`config.mk`:
```
export PLATFORM = sky130hd
export DESIGN_NAME = mf2d_sorter
export DESIGN_NICKNAME = d
export VERILOG_FILES = /design/src/rtl/assert_macros.svh /design/src/rtl/mf2d_pkg.sv /design/src/rtl/mf2d_cell.sv /design/src/rtl/mf2d_sorter.sv
export SDC_FILE = /design/constraint.sdc
export NUM_CORES = 1
export LEC_CHECK = 0
export ABC_AREA = 1
export BUFFER_PORTS_ARGS = -buffer_cell sky130_fd_sc_hd__buf_2
export CORE_MARGIN = 2
export CORE_UTILIZATION = 40
export CTS_CLUSTER_DIAMETER = 80
export DETAILED_ROUTE_END_ITERATION = 8
export GPL_TIMING_DRIVEN = 0
export HOLD_SLACK_MARGIN = 0.06
export PLACE_DENSITY = 0.53
export SETUP_SLACK_MARGIN = 0.3
export SKIP_LAST_GASP = 1
export SLEW_MARGIN = 20
export SYNTH_ARGS = -nofsm -noshare
export SYNTH_HDL_FRONTEND = slang
export SYNTH_SLANG_ARGS = --single-unit
```
`constraint.sdc`:
```
create_clock -name clk -period 2.5 [get_ports clk]
set_input_delay 0.375 -clock clk [delete_from_list [all_inputs] [get_ports clk]]
set_output_delay 0.375 -clock clk [all_outputs]
set_load 0.01 [all_outputs]
```
`src/rtl/assert_macros.svh`:
```
// assertion helpers shared by the rtl
`ifndef ASSERT_MACROS_SVH
`define ASSERT_MACROS_SVH

// property must hold on every clock edge outside reset
`define MF_ASSERT(lbl, prop) \
    lbl: assert property (@(posedge clk) disable iff (!rst_n) (prop)) \
        else $error("assertion failed");

// antecedent implies consequent on the next edge
`define MF_ASSERT_NEXT(lbl, ante, cons) \
    lbl: assert property (@(posedge clk) disable iff (!rst_n) (ante) |=> (cons)) \
        else $error("assertion failed");

`endif

```
`src/rtl/mf2d_pkg.sv`:
```
// ----------------------------------------------------------------------------
// mf2d_pkg
// shared types, sizes and border helpers of the 2-d median filter
// ----------------------------------------------------------------------------
package mf2d_pkg;

    localparam int MAX_WIDTH   = 1024;
    localparam int MAX_HEIGHT  = 1024;
    localparam int MAX_WINDOW  = 5;
    localparam int NUM_CELLS   = MAX_WINDOW * MAX_WINDOW;
    localparam int MED_IDX_3   = 9 / 2;
    localparam int MED_IDX_5   = NUM_CELLS / 2;
    localparam int STORE_DEPTH = MAX_WINDOW * MAX_WIDTH;

    localparam logic [1:0] REG_RADIUS = 2'd0;
    localparam logic [1:0] REG_WIDTH  = 2'd1;
    localparam logic [1:0] REG_HEIGHT = 2'd2;

    typedef struct packed {
        logic clear;
        logic insert;
    } sort_ctrl_t;

    typedef struct packed {
        logic        valid;
        logic [15:0] value;
    } cell_t;

    // reflect-101 for coordinates at most two outside the range
    function automatic logic [9:0] reflect101(input logic signed [11:0] j,
                                              input logic [10:0] n);
        logic signed [12:0] p;
        logic signed [12:0] t;
        logic signed [12:0] ns;
        ns = $signed({2'b00, n});
        p  = ns + ns - 13'sd2;
        t  = {j[11], j};
        if (t < 0)
            t = -t;
        if (t >= ns)
            t = p - t;
        if (t < 0)
            t = -t;
        if (n <= 11'd1)
            t = '0;
        return t[9:0];
    endfunction

endpackage

```
`src/rtl/mf2d_cell.sv`:
```
// ----------------------------------------------------------------------------
// mf2d_cell
// one slot of the insertion sorter, ascending order towards higher cells
// ----------------------------------------------------------------------------
module mf2d_cell
(
    input  logic                clk,
    input  logic                rst_n,
    input  mf2d_pkg::sort_ctrl_t ctrl,
    input  logic [15:0]         din,
    input  mf2d_pkg::cell_t     left,
    output mf2d_pkg::cell_t     dout
);
    import mf2d_pkg::*;

    cell_t cell_reg;
    cell_t cell_next;
    logic  lt_self;
    logic  lt_left;

    // an empty neighbour counts as larger than any sample
    always_comb
    begin
        lt_self   = !cell_reg.valid || (din < cell_reg.value);
        lt_left   = !left.valid || (din < left.value);
        cell_next = cell_reg;
        if (ctrl.clear)
            cell_next.valid = 1'b0;
        else if (ctrl.insert && lt_self)
        begin
            if (lt_left)
                cell_next = left;
            else
            begin
                cell_next.valid = 1'b1;
                cell_next.value = din;
            end
        end
    end

    always_ff @(posedge clk or negedge rst_n)
    begin
        if (!rst_n)
            cell_reg <= '0;
        else
            cell_reg <= cell_next;
    end

    assign dout = cell_reg;

endmodule

```
`src/rtl/mf2d_sorter.sv`:
```
// ----------------------------------------------------------------------------
// mf2d_sorter
// chain of sort cells, one sample inserted per cycle, median tap
// ----------------------------------------------------------------------------
module mf2d_sorter
(
    input  logic                 clk,
    input  logic                 rst_n,
    input  mf2d_pkg::sort_ctrl_t ctrl,
    input  logic [15:0]          din,
    input  logic                 big,
    output logic [15:0]          median
);
    import mf2d_pkg::*;

    cell_t cells [NUM_CELLS];
    cell_t lefts [NUM_CELLS];

    // the first cell sees a neighbour no larger than any sample
    assign lefts[0] = '{valid: 1'b1, value: 16'd0};

    genvar i;
    generate
        for (i = 0; i < NUM_CELLS; i++)
        begin : g_cell
            if (i > 0)
            begin : g_left
                assign lefts[i] = cells[i-1];
            end
            mf2d_cell u_cell
            (
                .clk   (clk),
                .rst_n (rst_n),
                .ctrl  (ctrl),
                .din   (din),
                .left  (lefts[i]),
                .dout  (cells[i])
            );
        end
    endgenerate

    assign median = big ? cells[MED_IDX_5].value : cells[MED_IDX_3].value;

endmodule
```
==> reports/metrics.cfg <==
[timing]
finalHoldViolations=0
worst_slack_ps=413
slew_headroom=0.301
rsz0062_at_grt=yes
worst_pin_slew_ps=1050
report.final.slew_viol_count=0
setup_viol=0
min_period_ps=2090
fmax_mhz=479
skew_ps=8.67
finalCritPeriodShare=0.835

[clock_network]
htreeDepth=1
root_buffer=clkbuf_16
path_clk_slew_ps=60
cts_tree=built
cts_buffer_depth=3
cts_buffers=27
clock-sinks=221
clk-insertion-delay-late_ps=560

[worst_hold_path]
hold_class=primary input to flip-flop
whs_path_depth=4

[floorplan]
num_rows=74
die_w_um=208
pin_count=37
start_util=0.407
core_um2=40900
die_y_um=208
dieArea_um2=43200

[yosys]
synth_top_family_by_area=simple AND/OR/NAND/NOR gates
synth_area_leaders=dfrtp_1 33%, nand2_1 28%, ha_1 15%, nand3_1 6.6%, inv_1 5.8%
synth_area_um2=16600
synth_top_area_frac=0.332
synthMuxAreaShare=0
ys_warn_count=0
synth_seq_cells=221
synthAdderAreaFrac=0.147
syn_inst=2480
synth_top_cell_by_area=dfrtp_1
synth_xor_xnor_area_share=0
syn_nets=2696
synth_seq_area_share=0.332
synth_compound_area_frac=0.0453
synth_cell_types=24
avgSynthCellArea_um2=6.71
synth_simple_gate_area_frac=0.382

[power]
vdd_drop_max_uv=569
powerDensity_nw_per_um2=798
leakage_uw=0.0106

[setup_path]
worstPathMaxFanout=10
arrival_ps=2570
path_class=flip-flop to flip-flop
worstPathRequired_ps=2990
rr_worst_depth=12
critPathCaptureType=flip-flop
startpoint_type=flip-flop

[run]
cap_viol_max_count=0

[route]
drt-total-wl_um=56800
drt_iter0_markers=1123
dr.pass1.iters=6
post_drt_wl_per_cell_um=18.1
drc=0
viasPerCell=5.12
num_vias=16100
antenna_left=0

[place]
io_buffers=36
dp_cells=3050
pre_cts_ws_ps=-364
place.gp.congestion=0.981
dp_hpwl_um=38700

[cells_and_area]
stdcell_count=3146
drive_gt1_frac=0.0960
final_nets=2812
area_growth_syn_to_layout_pct=14.4
largest_reg_flops=221
n_antenna_cell=0

[global_routing]
overflow=0
grt_pass1_wl_um=86800
grt_pass1_vias=15300
antenna_found_initial=0
grt_max_degree=95
grt_usage=0.260

[outcome]
status=finished, final reports clean

## power breakdown
part           total (uW)  switching, uW  internal, uW
clock network        3790           1600          2190
registers            5410            909          4500
logic                6000           3690          2310
## layer usage
metal / share of wire / vias to the layer above / track usage / routed length [um]
met3: 0.051 / 110 / 0.0325 / 2920
li1: - / 7999 / - / -
met5: 0 / - / 0 / 0
met1: 0.43 / 7588 / 0.335 / 24600
met2: 0.48 / 398 / 0.455 / 27400
met4: 0.034 / 0 / 0.0751 / 1910
## per-stage QoR
stage | util | hold slack [ps] | TNS [ps] | cell area (um^2) | total power (uW)
2_1_floorplan | - | 79.4 | 0 | 16600 | 9210
3_3_place_gp | 0.427 | 480 | -703410 | 17500 | 10800
3_5_place_dp | 0.429 | 393 | -35850 | 17500 | 11000
4_1_cts | 0.450 | 191 | 0 | 18400 | 14900
5_1_grt | 0.465 | 245 | 0 | 19000 | 16500
6_report | 0.465 | 204 | 0 | 19000 | 15200
## Yosys cell counts, drive strengths merged
cell    count
ha        195
o21ai      37
nand4       5
a31oi       1
nand2    1270
o21a        1
o21bai      5
a21oi      86
dfrtp     221
buf        62
nor2       34
o211ai     11
nor3       24
inv       271
nand3     219
clkbuf     38
## cell families (layout without fill, tap and decap cells)
| family | Yosys count | after routing |
|---|---|---|
| fa+ha+maj | 195 | 195 |
| buf+inv | 371 | 505 |
| simple gates | 1552 | 1552 |
| flops | 221 | 221 |
| compound gates | 141 | 141 |
## area by class of cell
class	count	area, um^2
fillers	4369	21900
multi-input cells	1888	9730
flip-flops and latches	221	5530
inverters	271	1070
clock buffers	38	757
well taps	532	666
repair buffers	87	653
plain buffers	100	572
clock inverters	9	70.1
## cells in the final DEF, fill, tap and decap left out, drive strengths merged
| master | synthesis | layout |
|---|---|---|
| nand2 | 1270 | 1270 |
| inv | 271 | 270 |
| dfrtp | 221 | 221 |
| nand3 | 219 | 219 |
| ha | 195 | 195 |
| buf | 62 | 138 |
| a21oi | 86 | 86 |
| clkbuf | 38 | 86 |
| o21ai | 37 | 37 |
| nor2 | 34 | 34 |
| nor3 | 24 | 24 |
| o211ai | 11 | 11 |
| clkinv | 0 | 9 |
| nand4 | 5 | 5 |
| o21bai | 5 | 5 |
| a31oi | 1 | 1 |
| o21a | 1 | 1 |
| bufinv | 0 | 1 |
| dlygate4sd3 | 0 | 1 |
## what timing repair did
action | CTS | global route
pin swaps | 0 | 8
buffers inserted | 0 | 48
hold buffers | 1 | 0
hold endpoints to repair | 71 | 0
endpoints found under the setup margin | 37 | 163
gates resized for setup | 9 | 73
## worst max-delay path: stages, from the launching register on
cell     delay, ps
dfrtp_1        410
inv_1          100
ha_1           320
a21oi_1        140
o21ai_0        140
nor2_2         180
nand2_4        120
nand2_4        120
nand2_4        110
inv_6          110
buf_6          130
nand2_1         80
nand2_1         80
## path summary, 6_finish.rpt
check                                               start                         end  slack [ps]
worst min-delay path                              ctrl[0]  g_cell[12].u_cell.dout[16]         200
worst max register to register  g_cell[4].u_cell.dout[15]   g_cell[4].u_cell.dout[13]         410
worst min register to register  g_cell[12].u_cell.dout[0]   g_cell[12].u_cell.dout[0]         490
worst max-delay path            g_cell[4].u_cell.dout[15]   g_cell[4].u_cell.dout[13]         410
max in group asynchronous                           rst_n   g_cell[12].u_cell.dout[0]        1190
min in group asynchronous                           rst_n    g_cell[0].u_cell.dout[3]         360
No activity file was read; power rests on OpenSTA's default activity.
